### src/design/dcs_pkg.sv
`timescale 1ns / 1ps
`default_nettype none

package dcs_pkg;

   // Table size and number formats.
   localparam int NUM_DISCS  = 64;
   localparam int FRAC_BITS  = 14;
   localparam int ADDR_W     = $clog2(NUM_DISCS);
   localparam int NORM_SHIFT = 14;

   // Shared iterative units.
   localparam int DIV_W      = 40;
   localparam int DIVISOR_W  = 17;
   localparam int DIV_CNT_W  = $clog2(DIV_W);
   localparam int ROOT_IN_W  = 32;
   localparam int ROOT_W     = 16;
   localparam int ROOT_CNT_W = $clog2(ROOT_W);

   // Request opcodes; any other code reads.
   localparam logic [1:0] OP_WRITE  = 2'd0;
   localparam logic [1:0] OP_UPDATE = 2'd1;

   typedef struct packed {
      logic [1:0]         opcode;
      logic [5:0]         slot;
      logic signed [15:0] in_pos_x;
      logic signed [15:0] in_pos_y;
      logic signed [15:0] in_vel_x;
      logic signed [15:0] in_vel_y;
      logic [14:0]        in_radius;
      logic [15:0]        in_mass;
   } dcs_req_type;

   typedef struct packed {
      logic [5:0]         out_slot;
      logic signed [15:0] out_pos_x;
      logic signed [15:0] out_pos_y;
      logic signed [15:0] out_vel_x;
      logic signed [15:0] out_vel_y;
      logic [5:0]         hits;
      logic               wall_hit;
   } dcs_rsp_type;

   typedef struct packed {
      logic signed [15:0] pos_x;
      logic signed [15:0] pos_y;
      logic signed [15:0] vel_x;
      logic signed [15:0] vel_y;
      logic [14:0]        radius;
      logic [15:0]        mass;
   } dcs_entry_type;

   typedef struct packed {
      logic              en;
      logic [ADDR_W-1:0] addr;
      dcs_entry_type     data;
   } dcs_wr_type;

   typedef struct packed {
      logic              en;
      logic [ADDR_W-1:0] addr;
   } dcs_rd_type;

   typedef struct packed {
      logic                 start;
      logic [DIV_W-1:0]     dividend;
      logic [DIVISOR_W-1:0] divisor;
   } dcs_div_req_type;

   typedef struct packed {
      logic             done;
      logic [DIV_W-1:0] quotient;
   } dcs_div_rsp_type;

   typedef struct packed {
      logic                 start;
      logic [ROOT_IN_W-1:0] radicand;
   } dcs_root_req_type;

   typedef struct packed {
      logic              done;
      logic [ROOT_W-1:0] root;
   } dcs_root_rsp_type;

   typedef enum logic [4:0] {
      S_IDLE,
      S_SELF,
      S_FETCH,
      S_LOAD,
      S_SQUARE,
      S_DIST,
      S_TEST,
      S_ROOT,
      S_NORM_X,
      S_NORM_Y,
      S_DOT_MUL,
      S_DOT_SUM,
      S_IMPULSE,
      S_AI_GO,
      S_AI,
      S_AJ,
      S_APPLY_I,
      S_APPLY_J,
      S_STORE_J,
      S_DONE
   } dcs_state_type;

   // Saturate a wide signed value to 16 bits.
   function automatic logic signed [15:0] sat16(input logic signed [35:0] v);
      logic signed [15:0] r;
      if (v > 36'sd32767) begin
         r = 16'sh7fff;
      end else if (v < -36'sd32768) begin
         r = 16'sh8000;
      end else begin
         r = v[15:0];
      end
      sat16 = r;
   endfunction

   // Divide by the normal scale, rounding half away from zero.
   function automatic logic signed [21:0] rnd_norm(input logic signed [35:0] v);
      logic [35:0] mag;
      logic [35:0] q;
      mag = v[35] ? 36'(-v) : 36'(v);
      q = (mag + (36'(1) << (NORM_SHIFT - 1))) >> NORM_SHIFT;
      rnd_norm = v[35] ? 22'(-q) : 22'(q);
   endfunction

endpackage

`default_nettype wire

### src/design/dcs_sqrt.sv
`timescale 1ns / 1ps
`default_nettype none

module dcs_sqrt (
   input  logic                      clock,
   input  logic                      reset,
   input  dcs_pkg::dcs_root_req_type req,
   output dcs_pkg::dcs_root_rsp_type rsp
);
   import dcs_pkg::*;

   logic                  busy_ff, busy_in;
   logic                  done_ff, done_in;
   logic [ROOT_CNT_W-1:0] count_ff, count_in;
   logic [ROOT_IN_W-1:0]  rem_ff, rem_in;
   logic [ROOT_IN_W-1:0]  root_ff, root_in;
   logic [ROOT_IN_W-1:0]  bit_ff, bit_in;
   logic [ROOT_IN_W:0]    trial;

   // Integer square root, one result bit per cycle.
   always_comb begin
      busy_in  = busy_ff;
      done_in  = 1'b0;
      count_in = count_ff;
      rem_in   = rem_ff;
      root_in  = root_ff;
      bit_in   = bit_ff;
      trial    = {1'b0, root_ff} + {1'b0, bit_ff};
      if (req.start) begin
         busy_in  = 1'b1;
         count_in = ROOT_CNT_W'(ROOT_W - 1);
         rem_in   = req.radicand;
         root_in  = '0;
         bit_in   = ROOT_IN_W'(1) << (ROOT_IN_W - 2);
      end else if (busy_ff) begin
         if ({1'b0, rem_ff} >= trial) begin
            rem_in  = rem_ff - trial[ROOT_IN_W-1:0];
            root_in = (root_ff >> 1) + bit_ff;
         end else begin
            root_in = root_ff >> 1;
         end
         bit_in = bit_ff >> 2;
         if (count_ff == '0) begin
            busy_in = 1'b0;
            done_in = 1'b1;
         end else begin
            count_in = count_ff - 1'b1;
         end
      end
   end

   always_ff @(posedge clock) begin
      if (reset) begin
         busy_ff <= 1'b0;
         done_ff <= 1'b0;
      end else begin
         busy_ff <= busy_in;
         done_ff <= done_in;
      end
   end

   always_ff @(posedge clock) begin
      count_ff <= count_in;
      rem_ff   <= rem_in;
      root_ff  <= root_in;
      bit_ff   <= bit_in;
   end

   assign rsp.done = done_ff;
   assign rsp.root = root_ff[ROOT_W-1:0];

endmodule

`default_nettype wire

### config.mk
export PLATFORM = sky130hd
export DESIGN_NAME = dcs_sqrt
export DESIGN_NICKNAME = d
export VERILOG_FILES = /design/src/design/dcs_pkg.sv /design/src/design/dcs_sqrt.sv
export SDC_FILE = /design/constraint.sdc
export NUM_CORES = 1
export LEC_CHECK = 0
export BUFFER_PORTS_ARGS = -buffer_cell sky130_fd_sc_hd__buf_2
export CORE_AREA = 2 2 94 163
export DETAILED_ROUTE_END_ITERATION = 16
export DIE_AREA = 0 0 96 165
export PLACE_DENSITY = 0.7
export SYNTH_ARGS = -nofsm -noshare
export SYNTH_HDL_FRONTEND = slang
export SYNTH_SLANG_ARGS = --single-unit
### constraint.sdc
create_clock -name clock -period 7.2 [get_ports clock]
set_input_delay 0 -clock clock [delete_from_list [all_inputs] [get_ports clock]]
set_output_delay 0 -clock clock [all_outputs]
set_load 0.05 [all_outputs]
==> key figures <==
Run status
  • Status: complete, but fails checks
  • Failing checks: negative hold slack

Critical path
  • Worst Path Arrival: 5.83 ns
  • Startpoint types: flop
  • CP Capture Point: rem_ff[22]$_DFFE_PP_
  • Worst Path Required: 7.19 ns
  • R2r setup slk: 1.36 ns
  • Crit. End Element: flop
  • Reg2reg start: root_ff[4]$_SDFFE_PP0P_
  • Critical Path Start: root_ff[4]$_SDFFE_PP0P_
  • FF-to-FF End: rem_ff[22]$_DFFE_PP_
  • Worst Reg-to-Reg Cells: 18
  • WS Path Type: reg2reg
  • Crit Path Max Fanout: 32

Timing
  • Final worst path period share: 81.1%
  • Fin Clk Skew: 0.00999 ns
  • Final hold slack: -0.00651 ns
  • Final hold vios: 1
  • Max-slew headroom: 38.9%
  • Post-Route Setup TNS: 0 ns
  • Transition time of the tightest slew-check pin: 0.917 ns
  • Period minus WS final: 5.84 ns
  • RSZ-0062 raised after global routing: false
  • Max frequency: 171 MHz
  • Final Slew Violations: 0
  • Final setup vio count: 0

Pwr
  • Cell Pwr Density: 347 nW/um^2
  • Maximum vdd drop: 0.163 mV
  • Total leakage power: 3.20 nW
  • Final Power: 0.00275 W

Route
  • Total number of vias: 6,193
  • Post-route ant nets: 0
  • Drt drc: 0
  • Vias per inst: 5.74
  • WL final: 17,400 um
  • Wirelength per Cell: 16.1 um
  • Drt pass-1 iters: 5
  • DR iter-0 viols: 293

Yosys
  • Synth Area per Inst: 8.36 um^2
  • Synth top area share: 15.2%
  • Ys Warns: 0
  • Ys flop type: dfxtp_1
  • Synth area leader: dfxtp_1
  • Synthesized cell area: 7110 um^2
  • Cell variety after synth: 72
  • Seq/Total Area, Yosys: 28.7%
  • Commonest cells post-synth: 89 x nand2_1, 87 x nor2_1, 67 x ha_1
  • Top area cells in the synthesized netlist: dfxtp_1 15%, edfxtp_1 14%, ha_1 12%
  • Flop and latch count out of synthesis: 86
  • Count leader, synth: nand2_1
  • Post-synth ARST share: 0%
  • Post-synth EDFFs: 32
  • Synth Net Count: 953
  • Gate Count Post-Synth: 850

Floorplan
  • Die area: 15,800 um^2
  • Core Area: 14,400 um^2
  • Starting density of the core: 49.2%
  • Io pins: 52
  • Rows: 58
  • Die X: 96 um
  • Die Y: 165 um

Clocking
  • H-tree depth: 3
  • CTS tree: yes
  • Post-CTS setup buffers: 0
  • PostCTS Resize Cnt: 0
  • Later-pin clock latency in the skew report: 0.35 ns
  • Clk sinks: 86
  • CTS Buffer Depth: 2
  • Clk root buf: clkbuf_16
  • CTS Buf Count: 9
  • Clk pin slew, worst setup/hold paths: 0.07 ns

Final layout
  • Fill count: 1,329
  • Fin nets: 996
  • Antenna diode count: 0
  • Layout cells sized above 1: 10.8%
  • Area Growth Syn to Fin: 11.7%

Global routing
  • Gr usage total: 22.7%
  • Vias in the first global route: 6,115
  • GRT overflow: 0
  • Largest net degree at the start of global routing: 91
  • First-pass GRT wire length: 28,400 um
  • Initial antenna violation count: 0

Job
  • Number of max-cap violations: 0

Place
  • Post-DP HPWL: 12,500 um
  • IO Port Bufs: 51
  • Placer congestion estimate: 0.898

Min path
  • Hold WC Path Type: in2reg
  • Min-delay src: req[24]
per-stage QoR:
stage / setup WS [ns] / hold slack (ns) / cell area, um^2 / util, % / cells
finish: 1.36 / -0.00651 / 7940 / 55.0 / 1078
global route: 0.898 / 0.0379 / 7940 / 55.0 / 1078
CTS: 1.33 / 0.00715 / 7940 / 55.0 / 1078
detailed placement: 1.37 / 0.168 / 7330 / 50.8 / 1031
global placement: 1.46 / 0.170 / 7330 / 50.8 / 1031
floorplan: 2.16 / 0.0691 / 7110 / - / 850
metal layers:
metal	GRT usage (%)	share of wire [%]	vias up
met5	0	0	-
met4	10.7	3.5	0
met1	26.1	43	2855
met3	2.83	3.0	37
li1	-	-	3187
met2	40.4	51	114
sequential cells by signal, summed over array words and instances, names as in the netlist:
name / count
rem_ff: 32
root_ff: 32
bit_ff: 16
count_ff: 4
busy_ff: 1
done_ff: 1
cells by family after synthesis:
group                      count (synthesis)  share of synthesized area (%)
AOI/OAI and AO/OA                        245                           22.8
xor gates and xnor gates                  71                           8.75
adders and majority gates                 68                           12.1
buffers and inverters                     76                           5.39
DFF                                       86                           28.7
muxes                                     21                           2.98
and+or+nand+nor                          283                           19.2
worst min-delay path by stage:
| stage | to | slack, ns | cells past startpoint |
|---|---|---|---|
| final | rem_ff[24]$_DFFE_PP_ | -0.007 | 3 |
| after global routing | rem_ff[24]$_DFFE_PP_ | 0.04 | 3 |
| after detailed placement | busy_ff$_SDFF_PP0_ | 0.17 | 2 |
| after global placement | busy_ff$_SDFF_PP0_ | 0.17 | 2 |
| after CTS | rem_ff[24]$_DFFE_PP_ | 0.007 | 3 |
| after floorplan | busy_ff$_SDFF_PP0_ | 0.07 | 1 |
what timing repair did:
action | CTS | global route
endpoints found under the setup margin | 0 | 0
hold buffers | 31 | 0
hold endpoints to repair | 32 | 0
worst max-delay path: stages, from the launching register on:
cell      delay [ns]
dfxtp_1         0.39
ha_1            0.41
a211oi_1        0.10
a211oi_1        0.61
a21oi_1         0.26
o21ai_0         0.55
a211o_1         0.26
a31oi_1         0.13
xor2_1          0.17
ha_1            0.34
and3_1          0.18
and2_1          0.15
nand4_1         0.10
o311a_1         0.35
a21bo_2         0.39
nor2_4          0.45
nand2_1         0.10
nand2_1         0.10
buf_4           0.41
cell usage in the layout, fill, tap and decap left out, types with 6 or more instances in the layout:
| cell | count |
|---|---|
| a311oi_1 | 7 |
| xor2_1 | 33 |
| and3_1 | 11 |
| nand2b_1 | 8 |
| a21o_1 | 13 |
| nor2_1 | 87 |
| edfxtp_1 | 32 |
| ha_1 | 67 |
| nor3b_1 | 8 |
| o21a_1 | 6 |
| buf_2 | 50 |
| a21oi_1 | 38 |
| nor3_1 | 15 |
| inv_1 | 22 |
| a31oi_1 | 30 |
| nand2_1 | 89 |
| dlygate4sd3_1 | 31 |
| o31ai_1 | 11 |
| a211oi_1 | 27 |
| nor2b_1 | 6 |
| nand4_1 | 13 |
| dfxtp_1 | 53 |
| clkbuf_16 | 10 |
| xnor2_1 | 38 |
| o21ai_0 | 66 |
| o21bai_1 | 7 |
| nand3_1 | 15 |
| mux2i_1 | 20 |
area by class of cell:
class,instances,area (um^2),share of cell area (%)
multi-input cells,688,4690,59.1
well taps,180,225,2.84
flip-flops and latches,86,2040,25.7
repair buffers,86,598,7.53
inverters,22,82.6,1.04
clock inverters,4,28.8,0.362
clock buffers,12,268,3.37
power breakdown:
part / switching (W) / internal (W) / total [W]
sequential: 0.000103 / 0.000667 / 0.000769
clock: 0.000207 / 0.000266 / 0.000473
combinational: 0.000917 / 0.000594 / 0.00151
total: 0.00123 / 0.00153 / 0.00275
No activity file was read; power rests on OpenSTA's default activity.
