==> src/design/dcs_pkg.sv <==
`timescale 1ns / 1ps
`default_nettype none

package dcs_pkg;

   // Table size and number formats.
   localparam int NUM_DISCS  = 64;
   localparam int FRAC_BITS  = 14;
   localparam int ADDR_W     = $clog2(NUM_DISCS);
   localparam int NORM_SHIFT = 14;

   // Shared iterative units.
   localparam int DIV_W      = 40;
   localparam int DIVISOR_W  = 17;
   localparam int DIV_CNT_W  = $clog2(DIV_W);
   localparam int ROOT_IN_W  = 32;
   localparam int ROOT_W     = 16;
   localparam int ROOT_CNT_W = $clog2(ROOT_W);

   // Request opcodes; any other code reads.
   localparam logic [1:0] OP_WRITE  = 2'd0;
   localparam logic [1:0] OP_UPDATE = 2'd1;

   typedef struct packed {
      logic [1:0]         opcode;
      logic [5:0]         slot;
      logic signed [15:0] in_pos_x;
      logic signed [15:0] in_pos_y;
      logic signed [15:0] in_vel_x;
      logic signed [15:0] in_vel_y;
      logic [14:0]        in_radius;
      logic [15:0]        in_mass;
   } dcs_req_type;

   typedef struct packed {
      logic [5:0]         out_slot;
      logic signed [15:0] out_pos_x;
      logic signed [15:0] out_pos_y;
      logic signed [15:0] out_vel_x;
      logic signed [15:0] out_vel_y;
      logic [5:0]         hits;
      logic               wall_hit;
   } dcs_rsp_type;

   typedef struct packed {
      logic signed [15:0] pos_x;
      logic signed [15:0] pos_y;
      logic signed [15:0] vel_x;
      logic signed [15:0] vel_y;
      logic [14:0]        radius;
      logic [15:0]        mass;
   } dcs_entry_type;

   typedef struct packed {
      logic              en;
      logic [ADDR_W-1:0] addr;
      dcs_entry_type     data;
   } dcs_wr_type;

   typedef struct packed {
      logic              en;
      logic [ADDR_W-1:0] addr;
   } dcs_rd_type;

   typedef struct packed {
      logic                 start;
      logic [DIV_W-1:0]     dividend;
      logic [DIVISOR_W-1:0] divisor;
   } dcs_div_req_type;

   typedef struct packed {
      logic             done;
      logic [DIV_W-1:0] quotient;
   } dcs_div_rsp_type;

   typedef struct packed {
      logic                 start;
      logic [ROOT_IN_W-1:0] radicand;
   } dcs_root_req_type;

   typedef struct packed {
      logic              done;
      logic [ROOT_W-1:0] root;
   } dcs_root_rsp_type;

   typedef enum logic [4:0] {
      S_IDLE,
      S_SELF,
      S_FETCH,
      S_LOAD,
      S_SQUARE,
      S_DIST,
      S_TEST,
      S_ROOT,
      S_NORM_X,
      S_NORM_Y,
      S_DOT_MUL,
      S_DOT_SUM,
      S_IMPULSE,
      S_AI_GO,
      S_AI,
      S_AJ,
      S_APPLY_I,
      S_APPLY_J,
      S_STORE_J,
      S_DONE
   } dcs_state_type;

   // Saturate a wide signed value to 16 bits.
   function automatic logic signed [15:0] sat16(input logic signed [35:0] v);
      logic signed [15:0] r;
      if (v > 36'sd32767) begin
         r = 16'sh7fff;
      end else if (v < -36'sd32768) begin
         r = 16'sh8000;
      end else begin
         r = v[15:0];
      end
      sat16 = r;
   endfunction

   // Divide by the normal scale, rounding half away from zero.
   function automatic logic signed [21:0] rnd_norm(input logic signed [35:0] v);
      logic [35:0] mag;
      logic [35:0] q;
      mag = v[35] ? 36'(-v) : 36'(v);
      q = (mag + (36'(1) << (NORM_SHIFT - 1))) >> NORM_SHIFT;
      rnd_norm = v[35] ? 22'(-q) : 22'(q);
   endfunction

endpackage

`default_nettype wire

==> src/design/dcs_div.sv <==
`timescale 1ns / 1ps
`default_nettype none

module dcs_div (
   input  logic                     clock,
   input  logic                     reset,
   input  dcs_pkg::dcs_div_req_type req,
   output dcs_pkg::dcs_div_rsp_type rsp
);
   import dcs_pkg::*;

   logic                 busy_ff, busy_in;
   logic                 done_ff, done_in;
   logic [DIV_CNT_W-1:0] count_ff, count_in;
   logic [DIV_W-1:0]     quo_ff, quo_in;
   logic [DIVISOR_W-1:0] rem_ff, rem_in;
   logic [DIVISOR_W-1:0] dvs_ff, dvs_in;
   logic [DIVISOR_W:0]   trial;

   // Restoring division, one quotient bit per cycle. The dividend shifts
   // out of the top of the quotient register as quotient bits shift in.
   always_comb begin
      busy_in  = busy_ff;
      done_in  = 1'b0;
      count_in = count_ff;
      quo_in   = quo_ff;
      rem_in   = rem_ff;
      dvs_in   = dvs_ff;
      trial    = {rem_ff, quo_ff[DIV_W-1]};
      if (req.start) begin
         busy_in  = 1'b1;
         count_in = DIV_CNT_W'(DIV_W - 1);
         quo_in   = req.dividend;
         rem_in   = '0;
         dvs_in   = req.divisor;
      end else if (busy_ff) begin
         if (trial >= {1'b0, dvs_ff}) begin
            rem_in = DIVISOR_W'(trial - {1'b0, dvs_ff});
            quo_in = {quo_ff[DIV_W-2:0], 1'b1};
         end else begin
            rem_in = DIVISOR_W'(trial);
            quo_in = {quo_ff[DIV_W-2:0], 1'b0};
         end
         if (count_ff == '0) begin
            busy_in = 1'b0;
            done_in = 1'b1;
         end else begin
            count_in = count_ff - 1'b1;
         end
      end
   end

   always_ff @(posedge clock) begin
      if (reset) begin
         busy_ff <= 1'b0;
         done_ff <= 1'b0;
      end else begin
         busy_ff <= busy_in;
         done_ff <= done_in;
      end
   end

   always_ff @(posedge clock) begin
      count_ff <= count_in;
      quo_ff   <= quo_in;
      rem_ff   <= rem_in;
      dvs_ff   <= dvs_in;
   end

   assign rsp.done     = done_ff;
   assign rsp.quotient = quo_ff;

endmodule

`default_nettype wire

==> config.mk <==
export PLATFORM = sky130hd
export DESIGN_NAME = dcs_div
export DESIGN_NICKNAME = d
export VERILOG_FILES = /design/src/design/dcs_pkg.sv /design/src/design/dcs_div.sv
export SDC_FILE = /design/constraint.sdc
export NUM_CORES = 1
export LEC_CHECK = 0
export BUFFER_PORTS_ARGS = -buffer_cell sky130_fd_sc_hd__buf_2
export CORE_AREA = 10 10 104 106
export CTS_BUF_LIST = sky130_fd_sc_hd__clkbuf_2 sky130_fd_sc_hd__clkbuf_4 sky130_fd_sc_hd__clkbuf_8
export DETAILED_ROUTE_END_ITERATION = 12
export DIE_AREA = 0 0 114 116
export PLACE_DENSITY_LB_ADDON = 0.12
export RECOVER_POWER = 100
export SKIP_LAST_GASP = 1
export SYNTH_ARGS = -nofsm -noshare
export SYNTH_HDL_FRONTEND = slang
export SYNTH_SLANG_ARGS = --single-unit
export TNS_END_PERCENT = 5
==> constraint.sdc <==
create_clock -name clock -period 2.4 [get_ports clock]
set_input_delay 0.12 -clock clock [delete_from_list [all_inputs] [get_ports clock]]
set_output_delay 0.12 -clock clock [all_outputs]
set_load 0.05 [all_outputs]
==> reports/results.ini, run 1 <==
[sta]
timing.final.ws_setup_ps = -106
min_clock_period_post_route_ps = 2510
timing.final.crit_share_pct = 104
maxClockFrequency_mhz = 399
worstMarginPinSlew_ps = 1010
worst_clock_skew_ps = 15.0
slew_headroom_pct = 32.9
timing.final.max_slew_violations = 0
hold_viol_final = 0
holdWs_ps = 55.2
final_setup_fails = 17
rsz0062_at_grt = yes

[finish]
flow.area_growth_from_synthesis_pct = 25.3
multi_input_comb_area_mm2 = 0.00190
finalNonFillerCells = 607
antenna-diode-count = 0
sequential_cell_area_mm2 = 0.00221
finish.net_count = 574
fill_cells = 782
final_design_area_no_fill_mm2 = 0.00532
layout-drive-gt1-share_pct = 30.1

[power]
switching_share_pct = 31.0
max-vdd-ir-drop_mv = 0.367
leakage_nw = 2.18
clock_network_power_share_pct = 29.1
p_int_mw = 2.44
logic_gate_share_of_total_power_pct = 22.7
power_per_cell_area_mw_per_mm2 = 664
seq_power_share_pct = 48.2
power.switching_mw = 1.10

[min_path]
hold_class = in -> reg
worstHoldStart = req[40]
hold_path_end = quo_ff[23]
holdPathStages = 2

[global_route]
grt_use_met2_pct = 23.7
grt_first_pass_wirelength_mm = 16.6
grt_start_max_net_pins = 39
tot_gr_track_use_pct = 15.5
initial_antenna_violation_count = 0
gr-usage-met1_pct = 18.9
grt_pass1_vias = 3451
grt_overflow_total = 0
grt_use_met3_pct = 6.30
grt-busiest-layer = met2

[critical_path]
critical-path-top-delay-family = compound AO/OA/AOI/OAI gates
required_ps = 2650
cp.buffers_inverters = 3
worst_path_most_repeated_cell = inv_2
reg2reg_to = rem_ff[0]
critPathMaxFanout = 7
timing.reg2reg.setup_slack_ps = -110
rr_startpoint = quo_ff[39]
setup.worst_path.start_class = register
worst_endpoint_data_arrival_time_ps = 2760
timing.setup.critical_path_class = reg -> reg
cpPeakStageDelay_ps = 410
worst_r2r_path_cells = 11
critical_path_cell_with_the_highest_stage_delay = edfxtp_1
critical_path.endpoint_type = register
critical_path_cell_by_cell = inv_2 > ha_4 > inv_2 > fa_2 > a211oi_4 > o21ai_2 > a211oi_2 > o21ai_4 > buf_6 > mux2i_2 > a22o_1

[synthesis]
synthMostInstantiatedCell = edfxtp_1
leading_cell_types_by_total_area_after_synthesis = edfxtp_1 40%, dfxtp_1 12%, mux2_2 11%
synth_edf_count = 57
synth_top_cells_by_count = 57 x edfxtp_1, 40 x mux2_2, 32 x nand2_1
synth.yosys.seq_area_share_pct = 52.1
ys_ff_latch = 82
ys_async_sr_fraction_pct = 0
synth.lib_cells_used.distinct = 52
syn_inst = 360
synth.top_cell.area_share_pct = 40.3
syn_nets = 440
synthesis.yosys.warnings = 0
netlist_area_mm2 = 0.00425
post-synth-top-area-cell = edfxtp_1
synth-main-ff-cell = edfxtp_1
post_synth.cell_area_avg_um2 = 11.8

[drt]
dr.first_iter.drc_count = 149
drtPass1Iterations = 4
drt_wl_total_mm = 10.3
drc_markers = 0
detail_route.wl_per_cell_um = 16.9
antenna_viol_nets_final = 0
avg_vias_per_cell = 5.36
dr_total_vias = 3252

[cts]
clock_path_buffers = 2
cts_tree = yes
numCtsBuffers = 9
clock_tree.htree_level_count = 3
cts_sinks = 82
clkLatencyLatePin_ps = 360
clkSlewWorstSetupHoldPaths_ps = 90
ctsRootBufferMaster = clkbuf_8

[floorplan]
die_span_in_y_um = 116
design.die.area_mm2 = 0.0132
core_region_area_mm2 = 0.00868
ios = 101
floorplan.initialDensity_pct = 49.0
floorplan.die.width_um = 114
floorplan.rows = 34

[place]
place.port_buffers = 100
numPlacedInstances = 568
detailed_place.area_mm2 = 0.00495
detailed_place_hpwl_mm = 7.60
place_congestion = 0.852

[run_status]
failed_checks = setup timing
outcome = complete, but fails checks

[flow_run]
max_cap_violations = 0

sequential cells by signal, summed over array words and instances, names as in the netlist:
signal	flops
busy_ff	1
count_ff	6
done_ff	1
dvs_ff	17
quo_ff	40
rem_ff	17
worst max-delay path by stage:
stage / endpoint / slack [ps] / start / cells past startpoint
final: rem_ff[0] / -110 / quo_ff[39] / 11
after CTS: rem_ff[6] / 40 / quo_ff[39] / 11
after detailed placement: rem_ff[4] / 50 / quo_ff[39] / 11
after global routing: rem_ff[9] / -230 / quo_ff[39] / 11
after global placement: quo_ff[0] / 110 / quo_ff[39] / 9
after floorplan: quo_ff[0] / -250 / quo_ff[39] / 10
placed cells by master (no fill, tap or decap), types with 3 or more instances in the layout:
master         synthesis  layout
clkbuf_1               5      42
mux2_2                40      39
buf_2                  2      59
dlygate4sd3_1          0      18
ha_1                  19      18
nand2_1               32      32
inv_1                 22      20
nand2b_1               3       3
mux2i_1               12      11
xor2_1                 7       7
edfxtp_1              57      57
nand4_1                4       4
nand3_1                3       3
a211oi_2               4       3
a21o_1                 8       8
xnor2_1                9       9
nor2_1                17      17
buf_4                  3      16
o211ai_1               7       7
clkbuf_8               0      10
dfxtp_1               25      25
a21oi_1               18      18
o21ai_0               21      21
what timing repair did:
item / in CTS / in global routing
setup buffers: 0 / 5
hold buffers: 18 / 0
resized for setup: 0 / 9
endpoints found under the hold margin: 19 / 0
endpoints found under the setup margin: 0 / 18
power groups by stage:
stage | logic (mW) | registers, mW | clock network, mW
floorplan | 0.313 | 1.97 | 0
global placement | 0.778 | 1.73 | 0
detailed placement | 0.787 | 1.73 | 0
CTS | 0.812 | 1.70 | 1.06
global route | 0.866 | 1.72 | 1.11
finish | 0.801 | 1.70 | 1.03
metal layers:
layer	routed length, um	share of wire, %	vias up
met5	0	0	-
met4	206	2.0	0
met3	844	8.2	17
met2	4810	47	92
met1	4420	43	1550
li1	-	-	1593
metrics by stage:
stage	setup TNS (ps)	setup WS, ps	power (mW)	utilization (%)
after floorplan	-1240	-252	2.29	-
after global placement	0	106	2.51	57.0
after detailed placement	0	46.1	2.52	57.0
after CTS	0	40.1	3.57	61.4
after global routing	-3410	-233	3.70	61.3
final	-840	-106	3.53	61.3
cell type report:
| cell class | instances | area share (%) |
|---|---|---|
| timing repair buffer | 138 | 14.8 |
| multi-input combinational | 241 | 35.8 |
| tap | 108 | 2.54 |
| sequential | 82 | 41.6 |
| inverter | 22 | 1.55 |
| clock inverter | 5 | 1.03 |
| clock buffer | 11 | 2.73 |
kinds of logic (layout without fill, tap and decap cells):
family	Yosys count	in the layout	synth area share, %
flip-flops	82	82	52.1
XOR/XNOR	16	16	3.30
adder cells (fa/ha/maj)	20	20	6.07
AO/OA/AOI/OAI	79	79	13.2
multiplexers	52	52	13.4
buffers and inverters	37	176	3.77
AND/OR/NAND/NOR	74	74	8.16
(Power assumes the default switching activity.)
==> run 2: changes to the inputs <==
--- a/config.mk
+++ b/config.mk
@@ -6,10 +6,13 @@
 export NUM_CORES = 1
 export LEC_CHECK = 0
 export BUFFER_PORTS_ARGS = -buffer_cell sky130_fd_sc_hd__buf_2
-export CORE_AREA = 10 10 104 106
+export CELL_PAD_IN_SITES_DETAIL_PLACEMENT = 1
+export CELL_PAD_IN_SITES_GLOBAL_PLACEMENT = 1
+export CORE_AREA = 10 10 116 118
 export CTS_BUF_LIST = sky130_fd_sc_hd__clkbuf_2 sky130_fd_sc_hd__clkbuf_4 sky130_fd_sc_hd__clkbuf_8
+export CTS_CLUSTER_DIAMETER = 200
 export DETAILED_ROUTE_END_ITERATION = 12
-export DIE_AREA = 0 0 114 116
+export DIE_AREA = 0 0 126 128
 export PLACE_DENSITY_LB_ADDON = 0.12
 export RECOVER_POWER = 100
 export SKIP_LAST_GASP = 1
==> reports/results.ini, run 2 (synthesis results as in run 1) <==
[critical_path]
worst_r2r_path_cells = 11  ; unchanged
rr_startpoint = quo_ff[39]
timing.setup.critical_path_class = reg -> reg
reg2reg_to = rem_ff[0]
critPathMaxFanout = 9  ; +2
crit_end = rem_ff[0]
required_ps = 2670  ; +20 ps
crit_start = quo_ff[39]
worst_endpoint_data_arrival_time_ps = 2700  ; -60 ps
critical_path.endpoint_type = register
setup.worst_path.start_class = register
timing.reg2reg.setup_slack_ps = -30  ; +70 ps

[sta]
rsz0062_at_grt = yes
timing.final.ws_setup_ps = -33.4  ; +72.5 ps
holdWs_ps = 47.1  ; -8.06 ps
timing.final.max_slew_violations = 0  ; unchanged
worst_clock_skew_ps = 7.98  ; -6.99 ps
timing.final.crit_share_pct = 101  ; -3.0 points
worstMarginPinSlew_ps = 933  ; -74.5 ps
hold_viol_final = 0  ; unchanged
min_clock_period_post_route_ps = 2430  ; -72.5 ps
maxClockFrequency_mhz = 411  ; +3.0%
final_setup_fails = 3  ; -14
slew_headroom_pct = 37.8  ; +5.0 points

[floorplan]
floorplan.rows = 39  ; +15%
floorplan.initialDensity_pct = 37.9  ; -11 points
core_region_area_mm2 = 0.0112  ; +29%
floorplan.die.width_um = 126  ; +11%
design.die.area_mm2 = 0.0161  ; +22%
die_span_in_y_um = 128  ; +10%
ios = 101  ; unchanged

[finish]
antenna-diode-count = 0  ; unchanged
layout-drive-gt1-share_pct = 30.0  ; about the same
max_reg_flops = 40  ; unchanged
layout.cells.most_common_list = 57 x edfxtp_1, 57 x buf_2, 43 x clkbuf_1
flow.area_growth_from_synthesis_pct = 27.1
final_design_area_no_fill_mm2 = 0.00540  ; +1.5%
finish.net_count = 581  ; +1.2%
top_regs = quo_ff: 40 flops, dvs_ff: 17 flops, rem_ff: 17 flops
fill_cells = 1287  ; +65%
largest_register = quo_ff

[cts]
clkLatencyLatePin_ps = 370  ; about the same
numCtsBuffers = 9  ; unchanged
clock_tree.htree_level_count = 3  ; unchanged
cts_tree = yes
clkSlewWorstSetupHoldPaths_ps = 90  ; about the same
ctsRootBufferMaster = clkbuf_8
cts_sinks = 82  ; unchanged
clock_path_buffers = 2  ; unchanged

[drt]
detail_route.wl_per_cell_um = 17.5  ; +3.3%
dr.first_iter.drc_count = 109  ; -27%
antenna_viol_nets_final = 0  ; unchanged
avg_vias_per_cell = 5.04  ; -6.0%
drt_wl_total_mm = 11.4  ; +10%
drc_markers = 0  ; unchanged
drtPass1Iterations = 4  ; unchanged
dr_total_vias = 3268  ; +0.49%

[power]
max-vdd-ir-drop_mv = 0.479  ; +31%
leakage_nw = 2.21  ; +1.4%
power_per_cell_area_mw_per_mm2 = 658  ; -0.83%

[run_status]
failed_checks = setup timing
outcome = complete, but fails checks

[global_route]
grt_first_pass_wirelength_mm = 18.9  ; +14%
tot_gr_track_use_pct = 14.3  ; -1.2 points
initial_antenna_violation_count = 0  ; unchanged
grt_pass1_vias = 3704  ; +7.3%
grt_start_max_net_pins = 38  ; -2.6%
grt_overflow_total = 0  ; unchanged

[place]
detailed_place.area_mm2 = 0.00505  ; +2.0%
place.port_buffers = 100  ; unchanged
place_congestion = 0.764  ; -10%
detailed_place_hpwl_mm = 8.77  ; +15%

[flow_run]
max_cap_violations = 0  ; unchanged

[min_path]
hold_class = in -> reg

## run 2: changes by cell type in the layout (fill, tap and decap cells not counted), sizes merged
cell      change
inv           +2
clkinvlp      -1
clkbuf        -1
buf           +6
clkinv        +1
## run 2: area by class of cell
cell class                 count  area (um2)  area share [%]
clock buffer                   9         124            2.29
clock inverter                 7        76.3            1.41
inverter                      22        82.6            1.53
multi-input combinational    241        1890            34.9
sequential                    82        2210            41.0
tap                          143         179            3.31
timing repair buffer         145         840            15.5
## run 2: worst min path at each step
stage	startpoint	endpoint	cells after the start
floorplan	reset	busy_ff	1
global placement	req[6]	dvs_ff[6]	1
detailed placement	req[14]	dvs_ff[14]	1
CTS	req[28]	quo_ff[11]	2
global route	req[28]	quo_ff[11]	2
finish	req[28]	quo_ff[11]	2
## run 2: power by group
part | leakage (nW) | internal [mW] | switching, mW
sequential | 0.773 | 1.64 | 0.0609
clock | 0.0979 | 0.488 | 0.555
combinational | 1.33 | 0.276 | 0.531
## run 2: repair_timing
action | CTS | global route
hold buffers | 18 | 0
setup endpoints to repair | 7 | 18
setup buffers | 0 | 3
pin swaps | 0 | 1
gates resized for setup | 0 | 1
hold endpoints to repair | 19 | 0
## run 2: metrics by stage
step	worst slack, ps	std cells	power [mW]	TNS (ps)	util, %
final	-33.4	649	3.56	-70.1	48.1
after global routing	-176	649	3.72	-2300	48.1
after CTS	-34.3	646	3.61	-137	48.4
after detailed placement	-10.9	612	2.54	-31.1	45.0
after global placement	41.9	612	2.53	0	45.0
after floorplan	-252	360	2.29	-1240	-
## run 2: per-layer routing
layer,track usage [%],routed length [um],vias to the layer above
li1,-,-,1605
met1,16.5,4830,1562
met2,23.1,5430,87
met3,6.41,925,14
met4,5.02,165,0
met5,0,0,-
## run 2: critical path: stages (launching register included)
cell and delay (ps):
edfxtp_1 400, inv_1 90, ha_1 150, inv_1 50, fa_2 360, a211oi_4 260
o21ai_2 100, a211oi_2 270, o21ai_4 160, buf_4 180, mux2i_1 120, a22o_1 200
